==> src/rtl/lsig_pkg.sv <==
`timescale 1ns / 1ps
// ----------------------------------------------------------------------------
// lsig_pkg
// Shared constants, types and helper functions for the SIGNAL header decoder.
// ----------------------------------------------------------------------------
package lsig_pkg;

  localparam int unsigned NumStates  = 64;
  localparam int unsigned NumSteps   = 24;
  localparam int unsigned NumCoded   = 48;
  localparam int unsigned StateW     = 6;
  localparam int unsigned StepW      = 5;
  localparam int unsigned MetricW    = 6;
  localparam int unsigned DivW       = 16;
  localparam logic [6:0]  GenA       = 7'o133;
  localparam logic [6:0]  GenB       = 7'o171;
  localparam logic [StepW-1:0] LastStep = 5'(NumSteps - 1);

  // rate codes, LSB-first value of decoded bits 0..3
  localparam logic [3:0] Rate6  = 4'hB;
  localparam logic [3:0] Rate9  = 4'hF;
  localparam logic [3:0] Rate12 = 4'hA;
  localparam logic [3:0] Rate18 = 4'hE;
  localparam logic [3:0] Rate24 = 4'h9;
  localparam logic [3:0] Rate36 = 4'hD;
  localparam logic [3:0] Rate48 = 4'h8;
  localparam logic [3:0] Rate54 = 4'hC;

  typedef struct packed {
    logic [5:0] mbps;
    logic [7:0] ndbps;
  } rate_info_t;

  // metric memory word
  typedef struct packed {
    logic               reach;
    logic [MetricW-1:0] metric;
  } pm_entry_t;

  typedef enum logic [2:0] {
    CTL_IDLE,
    CTL_DECODE,
    CTL_DIV,
    CTL_OUT
  } ctl_state_t;

  typedef enum logic [2:0] {
    TRL_IDLE,
    TRL_ACS,
    TRL_DRAIN,
    TRL_TB_REQ,
    TRL_TB_WAIT
  } trl_state_t;

  function automatic rate_info_t rate_lookup(input logic [3:0] code);
    rate_info_t r;
    unique case (code)
      Rate6:   r = '{mbps: 6'd6,  ndbps: 8'd24};
      Rate9:   r = '{mbps: 6'd9,  ndbps: 8'd36};
      Rate12:  r = '{mbps: 6'd12, ndbps: 8'd48};
      Rate18:  r = '{mbps: 6'd18, ndbps: 8'd72};
      Rate24:  r = '{mbps: 6'd24, ndbps: 8'd96};
      Rate36:  r = '{mbps: 6'd36, ndbps: 8'd144};
      Rate48:  r = '{mbps: 6'd48, ndbps: 8'd192};
      Rate54:  r = '{mbps: 6'd54, ndbps: 8'd216};
      default: r = '{mbps: 6'd0,  ndbps: 8'd0};
    endcase
    return r;
  endfunction

  // block deinterleave: out[k] = in[3*(k%16) + k/16]
  function automatic logic [NumCoded-1:0] deinterleave(input logic [NumCoded-1:0] din);
    logic [NumCoded-1:0] d;
    for (int k = 0; k < NumCoded; k++) begin
      d[k] = din[3 * (k % 16) + k / 16];
    end
    return d;
  endfunction

endpackage

==> src/rtl/lsig_div.sv <==
`timescale 1ns / 1ps
// ----------------------------------------------------------------------------
// lsig_div
// Restoring divider, one quotient bit per cycle.
// ----------------------------------------------------------------------------
module lsig_div
  import lsig_pkg::*;
(
  input  logic            clk,
  input  logic            rst,
  input  logic            start,
  input  logic [DivW-1:0] dividend,
  input  logic [7:0]      divisor,
  output logic            done,
  output logic [DivW-1:0] quotient
);

  logic            running;
  logic [3:0]      cnt;
  logic [DivW-1:0] quo;
  logic [7:0]      rem;
  logic [7:0]      dsr;
  logic [8:0]      trial;
  logic            fits;

  // shift in next dividend bit and try a subtract
  assign trial = {rem, quo[DivW-1]};
  assign fits  = trial >= {1'b0, dsr};

  always_ff @(posedge clk) begin
    if (rst) begin
      running <= 1'b0;
      done    <= 1'b0;
      cnt     <= '0;
    end else begin
      done <= 1'b0;
      if (start) begin
        running <= 1'b1;
        cnt     <= '0;
      end else if (running) begin
        cnt <= cnt + 4'd1;
        if (cnt == 4'(DivW - 1)) begin
          running <= 1'b0;
          done    <= 1'b1;
        end
      end
    end
  end

  // datapath
  always_ff @(posedge clk) begin
    if (start) begin
      quo <= dividend;
      rem <= '0;
      dsr <= divisor;
    end else if (running) begin
      rem <= fits ? 8'(trial - {1'b0, dsr}) : trial[7:0];
      quo <= {quo[DivW-2:0], fits};
    end
  end

  assign quotient = quo;

endmodule

==> src/rtl/lsig_trellis.sv <==
`timescale 1ns / 1ps
// ----------------------------------------------------------------------------
// lsig_trellis
// Viterbi add-compare-select over a ping-pong path metric memory, survivor
// bits in a second memory, and a traceback from state 0.
// ----------------------------------------------------------------------------
module lsig_trellis
  import lsig_pkg::*;
(
  input  logic                clk,
  input  logic                rst,
  input  logic                start,
  input  logic [NumCoded-1:0] coded,
  output logic                done,
  output logic [NumSteps-1:0] word
);

  trl_state_t state, state_next;

  // memories
  pm_entry_t pm_mem [0:2*NumStates-1];
  logic      sv_mem [0:NumSteps*NumStates-1];
  pm_entry_t pm_rd0, pm_rd1;
  logic      sv_rd;

  logic [StepW-1:0]  step;
  logic [StateW-1:0] n;
  logic              acs_v;
  logic [StepW-1:0]  acs_step;
  logic [StateW-1:0] acs_n;
  logic [StepW-1:0]  tb_step;
  logic [StateW-1:0] tb_st;
  logic [NumCoded-1:0] cbits;

  logic              rd_issue;
  logic [StateW-1:0] p0, p1;
  logic [StateW-1:0] ap0, ap1;
  logic [6:0]        sr0, sr1;
  logic              r0, r1;
  logic [1:0]        bm0, bm1;
  pm_entry_t         c0, c1, new_pm;
  logic [MetricW-1:0] m0, m1;
  logic              sel1;

  // next state
  always_comb begin
    state_next = state;
    rd_issue   = 1'b0;
    unique case (state)
      TRL_IDLE: begin
        if (start) state_next = TRL_ACS;
      end
      TRL_ACS: begin
        rd_issue = 1'b1;
        if (step == LastStep && n == StateW'(NumStates - 1)) state_next = TRL_DRAIN;
      end
      TRL_DRAIN:   state_next = TRL_TB_REQ;
      TRL_TB_REQ:  state_next = TRL_TB_WAIT;
      TRL_TB_WAIT: begin
        if (tb_step == '0) state_next = TRL_IDLE;
        else               state_next = TRL_TB_REQ;
      end
      default: state_next = TRL_IDLE;
    endcase
  end

  // control registers
  always_ff @(posedge clk) begin
    if (rst) begin
      state <= TRL_IDLE;
      acs_v <= 1'b0;
      done  <= 1'b0;
    end else begin
      state <= state_next;
      acs_v <= rd_issue;
      done  <= (state == TRL_TB_WAIT) && (tb_step == '0);
    end
  end

  // sequencing counters
  always_ff @(posedge clk) begin
    if (state == TRL_IDLE && start) begin
      cbits <= coded;
      step  <= '0;
      n     <= '0;
    end else if (rd_issue) begin
      n <= n + 1'b1;
      if (n == StateW'(NumStates - 1)) step <= step + 1'b1;
    end
    acs_step <= step;
    acs_n    <= n;
    if (state == TRL_DRAIN) begin
      tb_step <= LastStep;
      tb_st   <= '0;
    end else if (state == TRL_TB_WAIT) begin
      word[tb_step] <= tb_st[StateW-1];
      tb_st         <= {tb_st[StateW-2:0], sv_rd};
      tb_step       <= tb_step - 1'b1;
    end
  end

  // predecessor addresses for the issued state
  assign p0 = {n[StateW-2:0], 1'b0};
  assign p1 = {n[StateW-2:0], 1'b1};

  // path metric memory, bank chosen by step parity
  always_ff @(posedge clk) begin
    if (rd_issue) begin
      pm_rd0 <= pm_mem[{step[0], p0}];
      pm_rd1 <= pm_mem[{step[0], p1}];
    end
    if (acs_v) pm_mem[{~acs_step[0], acs_n}] <= new_pm;
  end

  // survivor memory
  always_ff @(posedge clk) begin
    if (acs_v) sv_mem[{acs_step, acs_n}] <= sel1;
    if (state == TRL_TB_REQ) sv_rd <= sv_mem[{tb_step, tb_st}];
  end

  // branch metrics
  assign ap0 = {acs_n[StateW-2:0], 1'b0};
  assign ap1 = {acs_n[StateW-2:0], 1'b1};
  assign sr0 = {acs_n[StateW-1], ap0};
  assign sr1 = {acs_n[StateW-1], ap1};
  assign r0  = cbits[{acs_step, 1'b0}];
  assign r1  = cbits[{acs_step, 1'b1}];
  assign bm0 = 2'((^(sr0 & GenA)) != r0) + 2'((^(sr0 & GenB)) != r1);
  assign bm1 = 2'((^(sr1 & GenA)) != r0) + 2'((^(sr1 & GenB)) != r1);

  // first step starts from state 0 alone
  always_comb begin
    if (acs_step == '0) begin
      c0 = '{reach: (ap0 == '0), metric: '0};
      c1 = '{reach: 1'b0, metric: '0};
    end else begin
      c0 = pm_rd0;
      c1 = pm_rd1;
    end
  end

  // add compare select, ties keep the lower predecessor
  assign m0     = c0.metric + MetricW'(bm0);
  assign m1     = c1.metric + MetricW'(bm1);
  assign sel1   = c1.reach && (!c0.reach || (m1 < m0));
  assign new_pm = '{reach: c0.reach | c1.reach, metric: sel1 ? m1 : m0};

endmodule

==> src/rtl/lsig_header_bit_decoder.sv <==
`timescale 1ns / 1ps
// ----------------------------------------------------------------------------
// lsig_header_bit_decoder
// SIGNAL header decoder: deinterleave, K=7 Viterbi decode and field checks.
// ----------------------------------------------------------------------------
// A transaction is taken when start is high and busy is low; busy then stays
// high until the result is shown on the output ports for one cycle with done
// high. The result cannot be held off, so it must be sampled in that cycle.
// A header with front_end_ok low gives an all-zero result in the cycle right
// after it is taken. Otherwise the add-compare-select updates one trellis
// state per cycle against the path metric memory for 24 steps of 64 states,
// a drain state lets the last write land, traceback reads one survivor bit
// per decoded bit from state 0 in a request and a wait state, and the word
// passes through the trellis done register into the result registers; a
// valid header then adds a serial division for the symbol count.
// ----------------------------------------------------------------------------
module lsig_header_bit_decoder
  import lsig_pkg::*;
(
  input  logic                clk,
  input  logic                rst,
  input  logic                start,
  output logic                busy,
  input  logic [NumCoded-1:0] interleaved_bits,
  input  logic                front_end_ok,
  output logic                done,
  output logic [23:0]         decoded_word,
  output logic [3:0]          rate_code,
  output logic [11:0]         psdu_length,
  output logic                parity_ok,
  output logic                tail_ok,
  output logic [5:0]          rate_mbit,
  output logic                rate_ok,
  output logic                length_ok,
  output logic [10:0]         symbol_count,
  output logic                header_ok
);

  ctl_state_t state, state_next;

  logic                accept;
  logic                trl_start, trl_done;
  logic [NumSteps-1:0] trl_word;
  logic                div_start, div_done;
  logic [DivW-1:0]     div_q;
  logic [DivW-1:0]     div_num;
  logic [7:0]          ndbps;

  rate_info_t          ri;
  logic [11:0]         len;
  logic                par_ok, tl_ok, rt_ok, ln_ok, hdr_ok;

  assign accept    = start && !busy;
  assign busy      = (state != CTL_IDLE);
  assign done      = (state == CTL_OUT);
  assign trl_start = accept && front_end_ok;

  // field checks on the decoded word
  assign ri     = rate_lookup(trl_word[3:0]);
  assign len    = trl_word[16:5];
  assign par_ok = ~^trl_word[17:0];
  assign tl_ok  = (trl_word[23:18] == '0);
  assign rt_ok  = (ri.mbps != '0);
  assign ln_ok  = (len != '0);
  assign hdr_ok = par_ok && tl_ok && rt_ok && ln_ok;

  // next state
  always_comb begin
    state_next = state;
    div_start  = 1'b0;
    unique case (state)
      CTL_IDLE: begin
        if (accept) state_next = front_end_ok ? CTL_DECODE : CTL_OUT;
      end
      CTL_DECODE: begin
        if (trl_done) begin
          if (hdr_ok) begin
            div_start  = 1'b1;
            state_next = CTL_DIV;
          end else begin
            state_next = CTL_OUT;
          end
        end
      end
      CTL_DIV: begin
        if (div_done) state_next = CTL_OUT;
      end
      CTL_OUT: state_next = CTL_IDLE;
      default: state_next = CTL_IDLE;
    endcase
  end

  always_ff @(posedge clk) begin
    if (rst) state <= CTL_IDLE;
    else     state <= state_next;
  end

  // result registers
  always_ff @(posedge clk) begin
    if (accept && !front_end_ok) begin
      decoded_word <= '0;
      rate_code    <= '0;
      psdu_length  <= '0;
      parity_ok    <= 1'b0;
      tail_ok      <= 1'b0;
      rate_mbit    <= '0;
      rate_ok      <= 1'b0;
      length_ok    <= 1'b0;
      symbol_count <= '0;
      header_ok    <= 1'b0;
    end else if (state == CTL_DECODE && trl_done) begin
      decoded_word <= trl_word;
      rate_code    <= trl_word[3:0];
      psdu_length  <= len;
      parity_ok    <= par_ok;
      tail_ok      <= tl_ok;
      rate_mbit    <= ri.mbps;
      rate_ok      <= rt_ok;
      length_ok    <= ln_ok;
      symbol_count <= '0;
      header_ok    <= hdr_ok;
    end else if (state == CTL_DIV && div_done) begin
      symbol_count <= div_q[10:0];
    end
  end

  // ceil((22 + 8*length) / ndbps) as floor of a biased numerator
  assign ndbps   = ri.ndbps;
  assign div_num = DivW'(22) + {1'b0, len, 3'b000} + DivW'(ndbps) - DivW'(1);

  lsig_trellis u_trellis (
    .clk   (clk),
    .rst   (rst),
    .start (trl_start),
    .coded (deinterleave(interleaved_bits)),
    .done  (trl_done),
    .word  (trl_word)
  );

  lsig_div u_div (
    .clk      (clk),
    .rst      (rst),
    .start    (div_start),
    .dividend (div_num),
    .divisor  (ndbps),
    .done     (div_done),
    .quotient (div_q)
  );

endmodule

==> config.mk <==
export PLATFORM = sky130hd
export DESIGN_NAME = lsig_header_bit_decoder
export DESIGN_NICKNAME = d
export VERILOG_FILES = /design/src/rtl/lsig_pkg.sv /design/src/rtl/lsig_div.sv /design/src/rtl/lsig_trellis.sv /design/src/rtl/lsig_header_bit_decoder.sv
export SDC_FILE = /design/constraint.sdc
export NUM_CORES = 2
export LEC_CHECK = 0
export ABC_CLOCK_PERIOD_IN_PS = 27700
export BUFFER_PORTS_ARGS = -buffer_cell sky130_fd_sc_hd__buf_2
export CORE_MARGIN = 1.5
export CORE_UTILIZATION = 40
export DETAILED_ROUTE_END_ITERATION = 8
export GPL_TIMING_DRIVEN = 1
export PLACE_DENSITY_LB_ADDON = 0.12
export SKIP_LAST_GASP = 1
export SYNTH_ARGS = -nofsm -noshare
export SYNTH_HDL_FRONTEND = slang
export SYNTH_SLANG_ARGS = --single-unit
==> constraint.sdc <==
create_clock -name clk -period 27.7 [get_ports clk]
set_clock_uncertainty 0.1 [all_clocks]
set_input_delay 4.155 -clock clk [delete_from_list [all_inputs] [get_ports clk]]
set_output_delay 4.155 -clock clk [all_outputs]
set_load 0.01 [all_outputs]
After elaboration in Yosys (flattened, before gate mapping)

Memories as Yosys holds them, arrays and structs flattened. A register that Yosys moved wholly into a read port is not among the register bits.
Cells that the tools add are included.

ROM bits: 192
Memory bits (writable): 2432
Output and inout bits: 64
Latch bits: 0
Input bits: 52
Logic and storage cells: 145
Memories: 3
Register bits: 213

Memories:

| memory           | depth | width | read ports | clocked after Yosys merged registers in | wr ports | line               | RTL |
|---|---|---|---|---|---|---|---|
| u_trellis.sv_mem | 1536  | 1     | 1          | 1                                       | 1        | lsig_trellis.sv:22 | `logic sv_mem [0:NumSteps*NumStates-1];` |
| u_trellis.pm_mem | 128   | 7     | 2          | 2                                       | 1        | lsig_trellis.sv:21 | `pm_entry_t pm_mem [0:2*NumStates-1];` |
| (no name shown)  | 16    | 12    | 1          | 1                                       | 0        | lsig_pkg.sv:57     | `unique case (code)` |

Magnitude comparators: 6
Bitwise operators: 4
Equal/unequal tests: 19
Divide/modulo/power cells: 0
$add $sub $neg: 12
Shift-type cells: 0
Reductions and logical operators: 39
Muxes and demuxes: 34
$mul: 0

Operators by type and width:

| cell                                                        | number |
|---|---|
| two-way mux 16 bit                                          | 2 |
| parity 7 bit                                                | 4 |
| bitwise mux 24 bit                                          | 1 |
| XNOR reduction 18 bit                                       | 1 |
| adder 16 x 8 -> 16 bit                                      | 1 |
| adder 5 x 15 -> 16 bit (first input constant)               | 1 |
| subtractor 16 x 1 -> 16 bit (second input constant)         | 1 |
| two-way mux 3 bit                                           | 5 |
| one-hot mux 3 bit (5 select lines)                          | 1 |
| less-than comparator 6 x 7 -> 1 bit (second input constant) | 2 |
| two-way mux 1 bit                                           | 14 |
| two-way mux 7 bit                                           | 2 |
| logical AND 1 bit                                           | 13 |
| adder 6 x 2 -> 6 bit                                        | 2 |
| == test 3 x 2 -> 1 bit (second input constant)              | 4 |
| logical NOT 6 bit                                           | 2 |
| nonzero test 12 bit                                         | 1 |
| binary-select mux 1 bit (select 5 bit)                      | 2 |
| logical NOT 5 bit                                           | 2 |
| >= comparator 9 x 8 -> 1 bit                                | 1 |
| one-hot mux 3 bit (3 select lines)                          | 1 |
| two-way mux 8 bit                                           | 1 |
| inequality test 2 x 1 -> 1 bit (second input constant)      | 4 |
| subtractor 8 bit                                            | 1 |
| 31 further kinds                                            | 45 |

Depth between registers and ports, before layout

Word-level depth: 9
Gate-level depth with buffers: 19

By module

From an unflattened synthesis, not the netlist that was laid out.

Cell total of the unflattened synthesis: 6703
Area total of the unflattened synthesis: 110084.3 µm²

By module, submodules not included:

| module                  | cells each | area an instance (µm²) | instances |
|---|---|---|---|
| lsig_trellis            | 6241       | 105536.2               | 1 |
| lsig_header_bit_decoder | 283        | 2580.0                 | 1 |
| lsig_div                | 179        | 1968.1                 | 1 |

Least setup slack after synthesis

OpenSTA, ideal clock, no wires.

Path kind: register to register
From: register u_trellis.acs_step[0]
To: memory u_trellis.sv_mem[0], data pin
Stages on the path, launching flop included: 19
Clock period less this slack: 24.470 ns
Path slack: 3.230 ns
Setup time: 3.654 ns
Data required time: 23.946 ns
Data arrival time: 20.717 ns
Path through: dfxtp_1 clkbuf_1 buf_1 mux4_2 a22oi_1 nand3_1 xor2_1 inv_1 fa_1 inv_1 ha_1 ha_1 a21o_1 a21o_1 a21o_1 a21o_1 a21oi_1 o211ai_1 inv_1

Longest elaborated chain between the ends: 8

RTL lines:

| what                                                             | line                                     | RTL |
|---|---|---|
| from (decl)                                                      | lsig_trellis.sv:29                       | `logic [StepW-1:0] acs_step;` |
| from (signal assigned)                                           | lsig_trellis.sv:90                       | `acs_step <= step;` |
| binary-select mux 1 bit (select 5 bit), on equally long branches | lsig_trellis.sv:126, lsig_trellis.sv:127 |  |
| two-way mux 1 bit, on equally long branches                      | lsig_trellis.sv:126, lsig_trellis.sv:127 |  |
| inequality test 1 bit, on equally long branches                  | lsig_trellis.sv:129, lsig_trellis.sv:128 |  |
| adder 1 x 1 -> 2 bit, on equally long branches                   | lsig_trellis.sv:129, lsig_trellis.sv:128 |  |
| adder 6 x 2 -> 6 bit, on equally long branches                   | lsig_trellis.sv:144, lsig_trellis.sv:143 |  |
| less-than comparator 6 bit                                       | lsig_trellis.sv:145                      | `assign sel1 = c1.reach && (!c0.reach \|\| (m1 < m0));` |
| logical OR 1 bit                                                 | lsig_trellis.sv:145                      |  |
| logical AND 1 bit *                                              | lsig_trellis.sv:145                      |  |
| named net u_trellis.sel1                                         | lsig_trellis.sv:43                       | `logic sel1;` |
| to (decl)                                                        | lsig_trellis.sv:22                       |  |

The timed path passes the listed nets; every way through them passes the cells marked *. The select of a mux whose other input is x is not followed.

Final worst setup path

From: register u_trellis.acs_step[1]
To: memory u_trellis.sv_mem[874], data pin

Same word-level chain as after synthesis.

==> run metrics <==
row cnt=192; min Tclk post-route=8.83 ns; Primary FF master, synth=edfxtp_1; fin area=0.123 mm2; worst-margin pin slew=1.30 ns; buffer type at the clock tree root=clkbuf_16; Fill cells=24000; P per Cell Area=84.9 mW/mm2; sequential fraction of the synthesis area=0.714; GRT overflow=0; syn_area_per_cell=16.5 um2; maxcap violations=0; post-CTS setup-driven buffer insertion count=0; CTS H-tree depth=5; synth top area cells=edfxtp_1, mux4_2, nor2_1; Synth Cell Area=0.110 mm2; Setup-failing EPs final=0; CTS Hold Bufs=0; hold crit path type=reg2reg; Crit path arrival time=9.21 ns; status=finished clean; gr busiest metal=met2; met3 Use GR=0.0295; die height=527 um; largest net degree at the start of global routing=279; Die Width=527 um; unrepaired setup endpoints after global routing=no; WL/cell=31.0 um; Final period util=0.319; DP Area=0.114 mm2; clock sinks=2647; commonest non-fill, non-tap cell in the layout=edfxtp_1; Yosys Warn Count=0; Setup TNS=0 ns; most frequent cells in the layout=edfxtp_1, nor2_1, mux4_2, clkbuf_16, buf_4; Peak supply drop=0.318 mV; global-route wire length before repair=460 mm; antenna violations before repair=15; asr flop ratio synth=0; critical path endpoint category=flip-flop; Max Freq=113 MHz; Rel. slew slack=0.134; worst-path fanout max=214; endpoints failing hold=0; leakage=0.0374 uW; Clock Latency Late Sink=0.86 ns; CTS tree=done; post-synthesis net count=6769; vias in the first global route=61000; DP Wirelength=181 mm; Via density=5.79; fraction of layout cells with a size suffix above 1=0.212; initial core utilization=0.402; synthesis-to-layout area growth=12.3%; DR vias=60600; Routed Antenna Nets=0; synth unique cells=73; EDFF count, synth=2541; Iter 0 DRT Violations=6791; Setup Crit Path Kind=reg2reg; Crit path required time=28.09 ns; Core Area=0.273 mm2; total track usage=0.231; clk slew on worst S/H paths=0.06 ns; Final #Nets=6760; drt first pass iters=6; # IOs=116; routed wire length=324 mm; #FFs+latches synth=2647; Syn Inst Count=6670; die area=0.278 mm2; GPL Wtd Cong=0.798; Longest Clk Path Bufs=4; Num CTS Buffers=295; number of port buffers=115; area leader, netlist=edfxtp_1; post-CTS resize count=0; CP Launch Type=flip-flop; Slew Limit Fails=0; M1 GR Usage=0.319; share of the synthesized area in the top cell type=0.695; met2 usage=0.386; # DRC=0
-- worst max-delay path, stage by stage, from the launching register on --
cell and delay [ns]:
dfxtp_1 0.77, buf_4 0.35, mux4_2 0.36, a22oi_1 0.24
nand3_1 0.24, xor2_1 0.37, inv_1 0.11, fa_1 0.44
inv_1 0.10, ha_1 0.20, xor2_1 0.26, inv_1 0.08
ha_1 0.28, a21o_1 0.17, a21o_1 0.17, a21o_1 0.17
a21oi_1 0.14, o211ai_1 0.09, buf_4 0.23, inv_8 0.67
buf_4 0.79, buf_4 0.88, buf_4 0.94
-- cell usage after synthesis, types with 11 or more instances --
cell      count
nand4_1      15
nand3_1      59
nand2b_1     11
nor2_1     1791
nand2_1     176
xnor2_1      32
buf_1        45
nor3_1       24
buf_2        40
buf_4        41
a211oi_1     16
a22o_1       41
mux4_2      691
dfxtp_1     106
clkbuf_1    431
inv_1        50
edfxtp_1   2541
a22oi_1      62
mux2_2       18
o22ai_1      36
mux2i_1      83
a21oi_1      64
o21ai_0      37
nor2b_1      12
xor2_1       22
ha_1         43
nor4_1       16
buf_6        20
o221ai_1     12
-- metrics by stage --
stage	utilization	setup slack (ns)	instances	hold slack, ns	power (uW)
3_5_place_dp	0.417	18.88	9953	0.279	6770
4_1_cts	0.451	18.84	10500	0.291	10600
3_3_place_gp	0.417	18.98	9951	0.278	6750
2_1_floorplan	-	3.23	6670	0.229	6180
6_report	0.451	18.88	10500	0.290	10500
5_1_grt	0.451	18.14	10500	0.297	10800
-- sequential cells by signal, summed over array words and instances (netlist names), 6 cells and up --
signal / count
u_trellis.word: 24
rate_mbit: 6
u_trellis.tb_st: 6
decoded_word: 24
u_div.quotient: 16
u_div.dsr: 6
u_trellis.pm_rd0: 7
symbol_count: 11
u_trellis.acs_n: 6
ri: 6
u_trellis.sv_mem: 1536
u_trellis.pm_rd1: 7
u_trellis.pm_mem: 896
u_div.rem: 8
u_trellis.cbits: 48
u_trellis.n: 6
-- report_power, final --
group          switching [uW]  internal (uW)  leakage [uW]
sequential               71.5           4720        0.0243
combinational            1120            721       0.00862
clock                    1580           2250       0.00452
total                    2780           7690        0.0374
-- cell families after synthesis --
group | after synthesis | synth area share
buffers and inverters | 633 | 0.0252
adders and majority gates | 47 | 0.00563
and+or+nand+nor | 2157 | 0.0776
AOI/OAI and AO/OA | 338 | 0.0214
xor gates and xnor gates | 54 | 0.00431
muxes | 794 | 0.152
DFF | 2647 | 0.714
-- metal layers --
metal  wire length, um  up-vias  share of wire
met2            159000     2042           0.49
met3             19500      456          0.060
met5                 0        -              0
li1                  -    25300              -
met1            137000    32700           0.42
met4              9200        0          0.028
-- final cells by class --
type                       count  area, um2  share of cell area
inverter                      54        211             0.00172
tap                         3589       4490              0.0364
multi-input combinational   3390      29000               0.236
timing repair buffer         273       1830              0.0148
antenna                        1       2.50           0.0000203
clock buffer                 373       7900              0.0641
clock inverter               143       1340              0.0109
sequential                  2647      78500               0.637
-- final timing paths --
path	start	endpoint	slack, ns	cells after the start
setup / recovery	u_trellis.acs_step[1]$_DFF_P_	u_trellis.sv_mem[874]$_DFFE_PP_	18.88	22
hold reg to reg	u_trellis.step[4]$_SDFFE_PP0P_	u_trellis.acs_step[4]$_DFF_P_	0.29	0
hold / removal	u_trellis.step[4]$_SDFFE_PP0P_	u_trellis.acs_step[4]$_DFF_P_	0.29	0
setup reg to reg	u_trellis.acs_step[1]$_DFF_P_	u_trellis.sv_mem[874]$_DFFE_PP_	18.88	22
Note: power is estimated with default switching activity, not from simulation.
